**src/ad32_pkg.sv**
```systemverilog
`default_nettype none

package ad32_pkg;

   localparam int unsigned DATA_W       = 64;
   localparam int unsigned COUNT_W      = 4;
   localparam int unsigned HALF_W       = 16;
   localparam int unsigned SUM_PLAIN_W  = 11;
   localparam int unsigned SUM_WEIGHT_W = 14;
   localparam int unsigned PROD_W       = 12;
   localparam int unsigned WIDE_B_W     = 20;

   localparam logic [HALF_W-1:0] ADLER_MOD = 16'd65521;
   localparam logic [HALF_W-1:0] FOLD_K    = 16'd15;

   typedef struct packed {
      logic [DATA_W-1:0]  data_bytes;
      logic [COUNT_W-1:0] byte_count;
      logic               start_flag;
   } req_type;

   typedef struct packed {
      logic [31:0]       checksum;
      logic [DATA_W-1:0] data_echo;
   } rsp_type;

   typedef struct packed {
      logic [SUM_PLAIN_W-1:0]  sum_plain;
      logic [SUM_WEIGHT_W-1:0] sum_weighted;
      logic [COUNT_W-1:0]      count;
      logic                    start;
      logic [DATA_W-1:0]       data;
   } part_type;

   function automatic logic [HALF_W-1:0] reduce_once(input logic [HALF_W:0] value);
      logic [HALF_W:0] diff;
      diff = value - {1'b0, ADLER_MOD};
      if (value >= {1'b0, ADLER_MOD}) begin
         return diff[HALF_W-1:0];
      end
      return value[HALF_W-1:0];
   endfunction

endpackage

`default_nettype wire

```
**src/ad32_lane.sv**
```systemverilog
`default_nettype none

module ad32_lane #(
   parameter int unsigned LANE_INDEX = 0
) (
   input  wire logic [7:0]                       lane_byte,
   input  wire logic [ad32_pkg::COUNT_W-1:0]     lane_count,
   output logic      [7:0]                       lane_plain,
   output logic      [ad32_pkg::PROD_W-1:0]      lane_weighted
);

   logic                            active;
   logic [ad32_pkg::COUNT_W-1:0]    weight;

   // A byte at position j is added to B once for itself and once for each later byte.
   assign active        = lane_count > ad32_pkg::COUNT_W'(LANE_INDEX);
   assign weight        = lane_count - ad32_pkg::COUNT_W'(LANE_INDEX);
   assign lane_plain    = active ? lane_byte : 8'd0;
   assign lane_weighted = active ? (ad32_pkg::PROD_W'(weight) * ad32_pkg::PROD_W'(lane_byte))
                                 : '0;

endmodule

`default_nettype wire

```
**src/ad32_lanes.sv**
```systemverilog
`default_nettype none

module ad32_lanes #(
   parameter int unsigned NUM_LANES = 8
) (
   input  wire logic               clock,
   input  wire logic               load_en,
   input  wire ad32_pkg::req_type  req_payload,
   output ad32_pkg::part_type      part
);

   logic [ad32_pkg::COUNT_W-1:0]      count_sat;
   logic [7:0]                        plain_bytes [NUM_LANES];
   logic [ad32_pkg::PROD_W-1:0]       weighted_bytes [NUM_LANES];
   logic [ad32_pkg::SUM_PLAIN_W-1:0]  acc_plain;
   logic [ad32_pkg::SUM_WEIGHT_W-1:0] acc_weighted;
   ad32_pkg::part_type                part_ff;
   ad32_pkg::part_type                part_in;

   assign count_sat = (req_payload.byte_count > ad32_pkg::COUNT_W'(NUM_LANES))
                      ? ad32_pkg::COUNT_W'(NUM_LANES) : req_payload.byte_count;

   for (genvar j = 0; j < NUM_LANES; j++) begin : g_lane
      ad32_lane #(
         .LANE_INDEX (j)
      ) u_lane (
         .lane_byte     (req_payload.data_bytes[8*j +: 8]),
         .lane_count    (count_sat),
         .lane_plain    (plain_bytes[j]),
         .lane_weighted (weighted_bytes[j])
      );
   end

   always_comb begin
      acc_plain    = '0;
      acc_weighted = '0;
      for (int j = 0; j < NUM_LANES; j++) begin
         acc_plain    = acc_plain + ad32_pkg::SUM_PLAIN_W'(plain_bytes[j]);
         acc_weighted = acc_weighted + ad32_pkg::SUM_WEIGHT_W'(weighted_bytes[j]);
      end
      part_in.sum_plain    = acc_plain;
      part_in.sum_weighted = acc_weighted;
      part_in.count        = count_sat;
      part_in.start        = req_payload.start_flag;
      part_in.data         = req_payload.data_bytes;
   end

   always_ff @(posedge clock) begin
      if (load_en) begin
         part_ff <= part_in;
      end
   end

   assign part = part_ff;

endmodule

`default_nettype wire

```
**src/ad32_state.sv**
```systemverilog
`default_nettype none

module ad32_state (
   input  wire logic                clock,
   input  wire logic                reset,
   input  wire logic                load_en,
   input  wire ad32_pkg::part_type  part,
   input  wire logic [31:0]         seed,
   output ad32_pkg::rsp_type        rsp_payload
);

   localparam int unsigned HW = ad32_pkg::HALF_W;
   localparam int unsigned BW = ad32_pkg::WIDE_B_W;

   logic [HW-1:0]     sum_a_ff;
   logic [HW-1:0]     sum_a_in;
   logic [HW-1:0]     sum_b_ff;
   logic [HW-1:0]     sum_b_in;
   ad32_pkg::rsp_type rsp_ff;
   ad32_pkg::rsp_type rsp_in;

   logic [HW-1:0]     base_a;
   logic [HW-1:0]     base_b;
   logic [HW:0]       a_raw;
   logic [BW-1:0]     scaled_a;
   logic [BW-1:0]     b_raw;
   logic [HW:0]       b_fold;

   // B grows by count times the old A plus the position-weighted bytes.
   // The wide sum stays below 2^20; 2^16 is 15 modulo 65521, so one fold
   // and one subtraction finish the reduction.
   always_comb begin
      base_a   = part.start ? ad32_pkg::reduce_once({1'b0, seed[HW-1:0]}) : sum_a_ff;
      base_b   = part.start ? ad32_pkg::reduce_once({1'b0, seed[2*HW-1:HW]}) : sum_b_ff;
      a_raw    = {1'b0, base_a} + (HW+1)'(part.sum_plain);
      sum_a_in = ad32_pkg::reduce_once(a_raw);
      scaled_a = BW'(part.count) * BW'(base_a);
      b_raw    = BW'(base_b) + scaled_a + BW'(part.sum_weighted);
      b_fold   = {1'b0, b_raw[HW-1:0]}
                 + (HW+1)'(b_raw[BW-1:HW]) * (HW+1)'(ad32_pkg::FOLD_K);
      sum_b_in = ad32_pkg::reduce_once(b_fold);
      rsp_in.checksum  = {sum_b_in, sum_a_in};
      rsp_in.data_echo = part.data;
   end

   always_ff @(posedge clock) begin
      if (reset) begin
         sum_a_ff <= 16'd1;
         sum_b_ff <= 16'd0;
      end else if (load_en) begin
         sum_a_ff <= sum_a_in;
         sum_b_ff <= sum_b_in;
      end
   end

   always_ff @(posedge clock) begin
      if (load_en) begin
         rsp_ff <= rsp_in;
      end
   end

   assign rsp_payload = rsp_ff;

   a_sums_reduced: assert property (@(posedge clock) disable iff (reset)
      (sum_a_ff < ad32_pkg::ADLER_MOD) && (sum_b_ff < ad32_pkg::ADLER_MOD))
      else $error("running sum not reduced");

   a_checksum_matches_state: assert property (@(posedge clock) disable iff (reset)
      load_en |=> (rsp_ff.checksum == {sum_b_ff, sum_a_ff}))
      else $error("checksum differs from running sums");

   a_echo_matches_part: assert property (@(posedge clock) disable iff (reset)
      load_en |=> (rsp_ff.data_echo == $past(part.data)))
      else $error("echoed data differs from request data");

endmodule

`default_nettype wire

```
**src/adler32_wide_checksum_top.sv**
```systemverilog
// After acceptance a request passes the lane register, then the output register.
// Throughput: one request per cycle unless rsp_stall holds a full pipeline.
// The lane stage and the output register let a new request in while a result waits.
// Reset clears both stages, sets the running checksum to 1 and the seed to 1.
`default_nettype none

module adler32_wide_checksum_top #(
   parameter int unsigned BYTES_PER_ITEM = 8
) (
   input  wire logic               clock,
   input  wire logic               reset,
   input  wire logic               req_valid,
   output logic                    req_stall,
   input  wire ad32_pkg::req_type  req_payload,
   output logic                    rsp_valid,
   input  wire logic               rsp_stall,
   output ad32_pkg::rsp_type       rsp_payload,
   input  wire logic               csr_wr_en,
   input  wire logic [31:0]        csr_wr_data
);

   logic               seed_ff;
   logic [31:0]        csr_seed_ff;
   logic               s1_valid_ff;
   logic               rsp_valid_ff;
   logic               out_load;
   logic               s1_load;
   logic               req_accept;
   ad32_pkg::part_type part;

   assign out_load   = !rsp_valid_ff || !rsp_stall;
   assign s1_load    = !s1_valid_ff || out_load;
   assign req_stall  = !s1_load;
   assign req_accept = req_valid && s1_load;
   assign rsp_valid  = rsp_valid_ff;

   always_ff @(posedge clock) begin
      if (reset) begin
         csr_seed_ff <= 32'd1;
         seed_ff     <= 1'b0;
      end else if (csr_wr_en) begin
         csr_seed_ff <= csr_wr_data;
         seed_ff     <= 1'b1;
      end
   end

   always_ff @(posedge clock) begin
      if (reset) begin
         s1_valid_ff  <= 1'b0;
         rsp_valid_ff <= 1'b0;
      end else begin
         if (s1_load) begin
            s1_valid_ff <= req_valid;
         end
         if (out_load) begin
            rsp_valid_ff <= s1_valid_ff;
         end
      end
   end

   ad32_lanes #(
      .NUM_LANES (BYTES_PER_ITEM)
   ) u_lanes (
      .clock       (clock),
      .load_en     (req_accept),
      .req_payload (req_payload),
      .part        (part)
   );

   ad32_state u_state (
      .clock       (clock),
      .reset       (reset),
      .load_en     (out_load && s1_valid_ff),
      .part        (part),
      .seed        (csr_seed_ff),
      .rsp_payload (rsp_payload)
   );

   a_stall_only_when_full: assert property (@(posedge clock) disable iff (reset)
      req_stall |-> (s1_valid_ff && rsp_valid_ff && rsp_stall))
      else $error("request stalled with room in the pipeline");

   a_held_item_kept: assert property (@(posedge clock) disable iff (reset)
      (s1_valid_ff && rsp_valid_ff && rsp_stall) |=> s1_valid_ff)
      else $error("lane stage dropped a request");

   a_seed_written: assert property (@(posedge clock) disable iff (reset)
      csr_wr_en |=> (seed_ff && (csr_seed_ff == $past(csr_wr_data))))
      else $error("seed register not written");

endmodule

`default_nettype wire

```
**config.mk**
```make
export PLATFORM = sky130hd
export DESIGN_NAME = adler32_wide_checksum_top
export DESIGN_NICKNAME = d
export VERILOG_FILES = /design/src/ad32_pkg.sv /design/src/ad32_lane.sv /design/src/ad32_lanes.sv /design/src/ad32_state.sv /design/src/adler32_wide_checksum_top.sv
export SDC_FILE = /design/constraint.sdc
export NUM_CORES = 1
export LEC_CHECK = 0
export BUFFER_PORTS_ARGS = -buffer_cell sky130_fd_sc_hd__buf_2
export CORE_AREA = 8 8 217 219
export CTS_CLUSTER_DIAMETER = 60
export DETAILED_ROUTE_END_ITERATION = 10
export DIE_AREA = 0 0 225 227
export PLACE_DENSITY = 0.76
export SLEW_MARGIN = 20
export SYNTH_ARGS = -nofsm -noshare
export SYNTH_HDL_FRONTEND = slang
export SYNTH_SLANG_ARGS = --single-unit
```
**constraint.sdc**
```tcl
create_clock -name clock -period 18.3 [get_ports clock]
set_input_delay 0.915 -clock clock [delete_from_list [all_inputs] [get_ports clock]]
set_output_delay 0.915 -clock clock [all_outputs]
set_load 0.05 [all_outputs]
```
; ---- Word-level counts from Yosys, hierarchy flattened
; Index checks and enable logic that the tools add are counted.
[word_totals]
register_bits = 256
inputBits = 106
output_inout_bits = 98
elab_cells = 103
[classes]
addsub = 29
multipliers = 10
order_cmp = 13
mux = 31
n_reduce_logical = 8
[ops]
columns = cell, count
row1 = 16-bit 2-to-1 mux, 10
row2 = 4-bit by 8-bit multiplier with 12-bit output, 8
row3 = 12-bit 2-to-1 mux, 8
row4 = 14-bit by 12-bit adder with 14-bit output, 6
row5 = 11-bit by 8-bit adder with 11-bit output, 6
row6 = 8-bit 2-to-1 mux, 8
row7 = 16-bit subtractor (second input constant), 4
row8 = 17-bit by 16-bit >= comparator with 1-bit output (second input constant), 2
row9 = 16-bit >= comparator (second input constant), 2
row10 = 16-bit by 20-bit adder with 20-bit output, 1
row11 = 20-bit by 14-bit adder with 20-bit output, 1
row12 = 4-bit by 16-bit multiplier with 20-bit output, 1
row13 = 16-bit by 11-bit adder with 17-bit output, 1
row14 = 16-bit by 8-bit adder with 17-bit output, 1
row15 = 4-bit by 3-bit > comparator with 1-bit output (second input constant), 4
row16 = 4-bit by 3-bit subtractor with 4-bit output (second input constant), 4
row17 = 12-bit by 12-bit adder with 13-bit output, 1
row18 = 8-bit by 8-bit adder with 9-bit output, 1
row19 = 4-bit by 1-bit > comparator with 1-bit output (second input constant), 2
row20 = 4-bit by 2-bit > comparator with 1-bit output (second input constant), 2
row21 = 4-bit by 4-bit multiplier with 8-bit output (second input constant), 1
row22 = 4-bit by 2-bit subtractor with 4-bit output (second input constant), 2
row23 = 4-bit > comparator (second input constant), 1
row24 = 1-bit logical NOT, 4
row25 = other kinds (5), 10

; ---- Logic depth before layout (Yosys ltp)
[logic_depth]
ltp_word = 12
mapped_depth = 45
depth_no_buf = 44

; ---- Modules after synthesis
; A second synthesis with hierarchy kept.
[unflattened]
cells_unflattened = 2740
area_unflattened_um2 = 26665.6
[by_module_without_submodules]
columns = module, instances, cells_per_inst, area_per_inst_um2, seq_area_each_um2
row1 = ad32_state, 1, 971, 9769.4, 3523.4
row2 = ad32_lanes, 1, 536, 6816.5, 2822.7
row3 = adler32_wide_checksum_top, 1, 114, 1248.7, 680.7
row4 = ad32_lane at u_lanes.g_lane[5].u_lane, 1, 149, 1136.1, 0.0
row5 = ad32_lane at u_lanes.g_lane[1].u_lane, 1, 144, 1131.1, 0.0
row6 = ad32_lane at u_lanes.g_lane[0].u_lane, 1, 137, 1126.1, 0.0
row7 = ad32_lane at u_lanes.g_lane[6].u_lane, 1, 137, 1094.8, 0.0
row8 = ad32_lane at u_lanes.g_lane[7].u_lane, 1, 136, 1091.0, 0.0
row9 = ad32_lane at u_lanes.g_lane[4].u_lane, 1, 139, 1088.5, 0.0
row10 = ad32_lane at u_lanes.g_lane[3].u_lane, 1, 137, 1082.3, 0.0
row11 = ad32_lane at u_lanes.g_lane[2].u_lane, 1, 140, 1081.0, 0.0

; ---- Worst setup path after synthesis
; OpenSTA, ideal clock, no wires.
[synth_path]
path_type = flip-flop to flip-flop
from = reg csr_seed_ff[0]
to = reg u_state.rsp_ff (netlist bit u_state.rsp_payload[88]), data pin
setup_ps = 255
arrival_ps = 10386
required_ps = 18045
slack_ps = 7659
stages_incl_launch_ff = 40
path_buffers = 0
synth_period_minus_slack_ps = 10641
path_cell_list = dfxtp_1 inv_1 ha_1 nor3b_1 a2111oi_2 nand2_1 xor2_1 a21oi_1 and2_1 fa_1 fa_1 inv_1 fa_1 inv_1 ha_1 o211ai_1 a21oi_1 o211a_1 [... 4 more ...] a21oi_1 xnor2_1 ha_1 fa_1 inv_1 fa_1 inv_1 ha_1 o21a_1 a2111o_1 o311ai_1 o311ai_0 nor3b_1 nand3b_1 nor4bb_1 nand3_1 nor2_1 and3b_1
[synth_via]
elab_chain_len = 12
word_cells_on_any_way = 16
classes_between = add/sub (5) / mul (2) / order compare (2) / mux (7)
[synth_rtl]
columns = element, line
row1 = start: declaration, adler32_wide_checksum_top.sv:23  ; logic [31:0] csr_seed_ff;
row2 = start signal: assignment, adler32_wide_checksum_top.sv:42  ; csr_seed_ff <= csr_wr_data;
row3 = 16-bit subtractor / 16-bit >= comparator (equally long branches), "ad32_pkg.sv:37, ad32_pkg.sv:38"
row4 = 16-bit 2-to-1 mux / 1-bit 2-to-1 mux (equally long branches), ad32_pkg.sv:38  ; if (value >= {1'b0, ADLER_MOD}) begin
row5 = 16-bit 2-to-1 mux (*), ad32_pkg.sv:41  ; return value[HALF_W-1:0];
row6 = 16-bit 2-to-1 mux (*), ad32_state.sv:33  ; base_a = part.start ? ad32_pkg::reduce_once({1'b0, seed[HW-1:0]}) : sum_a_ff;
row7 = 4-bit by 16-bit multiplier with 20-bit output (*), ad32_state.sv:37  ; scaled_a = BW'(part.count) * BW'(base_a);
row8 = 16-bit by 20-bit adder with 20-bit output (*), ad32_state.sv:38  ; b_raw = BW'(base_b) + scaled_a + BW'(part.sum_weighted);
row9 = 20-bit by 14-bit adder with 20-bit output (*), ad32_state.sv:38
row10 = 4-bit by 4-bit multiplier with 8-bit output, ad32_state.sv:40  ; + (HW+1)'(b_raw[BW-1:HW]) * (HW+1)'(ad32_pkg::FOLD_K);
row11 = 16-bit by 8-bit adder with 17-bit output (*), ad32_state.sv:40
row12 = 16-bit subtractor / 17-bit by 16-bit >= comparator with 1-bit output (equally long branches), "ad32_pkg.sv:37, ad32_pkg.sv:38"
row13 = 16-bit 2-to-1 mux / 1-bit 2-to-1 mux (equally long branches), ad32_pkg.sv:38
row14 = 16-bit 2-to-1 mux (*), ad32_pkg.sv:41
row15 = named net u_state.sum_b_in[8], ad32_state.sv:18  ; logic [HW-1:0] sum_b_in;
row16 = end signal: assignment, ad32_state.sv:58  ; rsp_ff <= rsp_in;
row17 = end: declaration, ad32_state.sv:19  ; ad32_pkg::rsp_type rsp_ff;
; Mark *: on every way through the listed nets, which the timed path passes. The rest lies on a longest branch. The select of a mux whose other input is x is not followed.
; A chain may end at the register's enable or synchronous reset.

; ---- Final worst setup path
; Ends and elaborated chain as after synthesis.

==> results.py <==
metrics = {
    "cells_and_area": {
        "final_cells": 3449,
        "areaGrowthSynthToFinish_pct": 10.4,
        "multi_input_area_um2": 17000,
        "nNetsFinal": 3452,
        "drive_above_1_share_pct": 10.3,
        "regArea_um2": 7030,
        "fill_cells": 3575,
    },
    "synth": {
        "synth_area_um2": 25700,
        "ys_seq_area_share_pct": 27.3,
        "synth.distinct_cells": 75,
        "synthTopCellsByArea": "edfxtp_1 (22%), fa_1 (20%), ha_1 (12%), inv_1 (5.4%), dfxtp_1 (5.1%)",
        "ys_top_cells_by_count": "inv_1 (370), fa_1 (260), ha_1 (254), nand2_1 (237), edfxtp_1 (190)",
        "synth-edff-count": 190,
        "synth.avg_cell_area_um2": 9.72,
        "yosysTopAreaCell": "edfxtp_1",
        "synth_cells": 2646,
        "synthFlopType": "edfxtp_1",
        "ys_async_sr_fraction_pct": 0,
        "synth-seq-cells": 256,
        "synth_warnings": 0,
        "synth_nets": 3266,
        "yosys.area.top_type_share_pct": 22.2,
        "synthMostInstantiatedCell": "inv_1",
    },
    "floorplanning": {
        "dieWidth_um": 225,
        "die_h_um": 227,
        "initial_core_util_pct": 59.0,
        "coreArea_um2": 43600,
        "die_area_um2": 51100,
        "rows": 77,
        "io_pins": 204,
    },
    "placement": {
        "place_ws_ns": 6.25,
        "place_congestion": 0.979,
        "port_buffers": 203,
        "dp.cells": 3391,
        "dpl.hpwl_um": 52500,
    },
    "route": {
        "vias": 19200,
        "routed_wl_um": 65200,
        "drt_iter0_markers": 1290,
        "dr.pass1.iters": 5,
        "viasPerCell": 5.58,
        "wl_per_cell_um": 18.9,
        "route.antenna.remaining_nets": 0,
        "drcViolationCount": 0,
    },
    "hold_path": {
        "hold_class": "register to register",
    },
    "sta": {
        "fmax_ghz": 0.0823,
        "fin_setup_tns_ns": 0,
        "setup_viol": 0,
        "layout_min_cycle_time_ns": 12.14,
        "finalWorstSetupSlack_ns": 6.16,
        "rsz0062_at_grt": "no",
        "slew_viol_final": 0,
        "worstMarginPinSlew_ns": 0.957,
        "hold-worst-slack_ns": 0.415,
        "relSlewSlack_pct": 35.8,
        "post-route-period-util_pct": 66.4,
        "finalHoldViolations": 0,
        "clock-skew-final_ns": 0.00896,
    },
    "job": {
        "cap_viol_max_count": 0,
    },
    "setup_path": {
        "critPathKind": "register to register",
        "cp.required_ns": 18.65,
        "cp_max_fo": 9,
        "worst_setup_path_end_kind": "register",
        "max_stage_delay_ns": 0.80,
        "worstSetupStartpointType": "register",
        "arrival_ns": 12.49,
        "worst_path_max_delay_cell": "a2111oi_2",
    },
    "clock_tree": {
        "cts_tree": "done",
        "cts.repair.resized": 0,
        "clock-root-buffer": "clkbuf_16",
        "cts_setup_buffers": 0,
        "clockBufferDepth": 3,
        "insertion_delay_ns": 0.59,
        "cts.clk_slew.worst_paths_ns": 0.06,
        "clock_sinks": 256,
        "cts_buffers": 31,
        "h-tree-depth": 1,
        "cts-hold-fix-buffers": 0,
    },
    "grt": {
        "first_global_vias": 20400,
        "antenna_found_initial": 1,
        "grt_usage_pct": 25.7,
        "grt_max_degree": 71,
        "grt.overflow.total": 0,
        "grt_pass1_wl_um": 105000,
    },
    "outcome": {
        "outcome": "finished, final reports clean",
    },
}
==> registers in the layout, summed over array words and instances (netlist names) <==
name	flops
u_state.rsp_payload	96
u_lanes.part	94
csr_seed_ff	32
u_state.sum_a_ff	16
u_state.sum_b_ff	16
rsp_valid	1
s1_valid_ff	1
==> worst paths after layout <==
path | start | to | slack, ns | depth (start not counted)
worst max register to register | csr_seed_ff[0]$_SDFFE_PP1P_ | u_state.rsp_payload[88]$_DFFE_PP_ | 6.16 | 39
worst max-delay path | csr_seed_ff[0]$_SDFFE_PP1P_ | u_state.rsp_payload[88]$_DFFE_PP_ | 6.16 | 39
worst min register to register | u_lanes.part[44]$_DFFE_PP_ | u_state.rsp_payload[44]$_DFFE_PP_ | 0.41 | 0
worst min-delay path | u_lanes.part[44]$_DFFE_PP_ | u_state.rsp_payload[44]$_DFFE_PP_ | 0.41 | 0
==> cell families (layout without fill, tap and decap cells) <==
group | Yosys count | after routing | synth area share (%)
AND/OR/NAND/NOR | 833 | 833 | 16.4
adder cells (fa/ha/maj) | 514 | 514 | 32.6
buffers and inverters | 443 | 653 | 6.47
AO/OA/AOI/OAI | 409 | 409 | 10.5
flip-flops | 256 | 256 | 27.3
XOR/XNOR | 151 | 151 | 5.14
multiplexers | 40 | 40 | 1.57
other | 0 | 1 | 0
==> cell usage in the layout (no fill, tap or decap), types with 102 or more instances in the layout <==
cell	instances
a21oi_1	137
and2_1	158
buf_2	203
edfxtp_1	190
fa_1	260
ha_1	254
inv_1	370
nand2_1	237
nor2_1	151
nor2b_1	118
xnor2_1	102
==> cell type report <==
class,count,share of cell area (%)
inverters,373,4.94
clock inverters,17,0.538
repair buffers,223,4.11
diodes,1,0.00881
flip-flops and latches,256,24.7
well taps,592,2.61
clock buffers,40,3.03
multi-input cells,1947,60.0
==> per-layer routing <==
layer  vias up  part of all wire (%)  GRT usage [%]
met2       506                    51           46.9
met5         -                 0.025              0
met1      9451                    39           29.9
met3       152                   4.6           3.30
li1       9131                     -              -
met4         2                   4.9           11.8
==> critical path: cells and delay by family, from the launching register on <==
kind,cells,cell delay [ns]
and+or+nand+nor,9,2.44
adders and majority gates,9,3.83
DFF,1,0.42
AOI/OAI and AO/OA,14,4.45
buffers and inverters,5,0.27
xor gates and xnor gates,2,0.46
==> per-stage QoR <==
stage          utilization [%]  area (µm²)
6_report                  65.1       28400
5_1_grt                   65.1       28400
4_1_cts                   65.1       28400
3_5_place_dp              62.7       27400
3_3_place_gp              62.7       27400
2_1_floorplan                -       25700
Power is left out: the tool's default activity adds up to more than one toggle a clock period on the data nets, which glitch-free logic cannot reach.
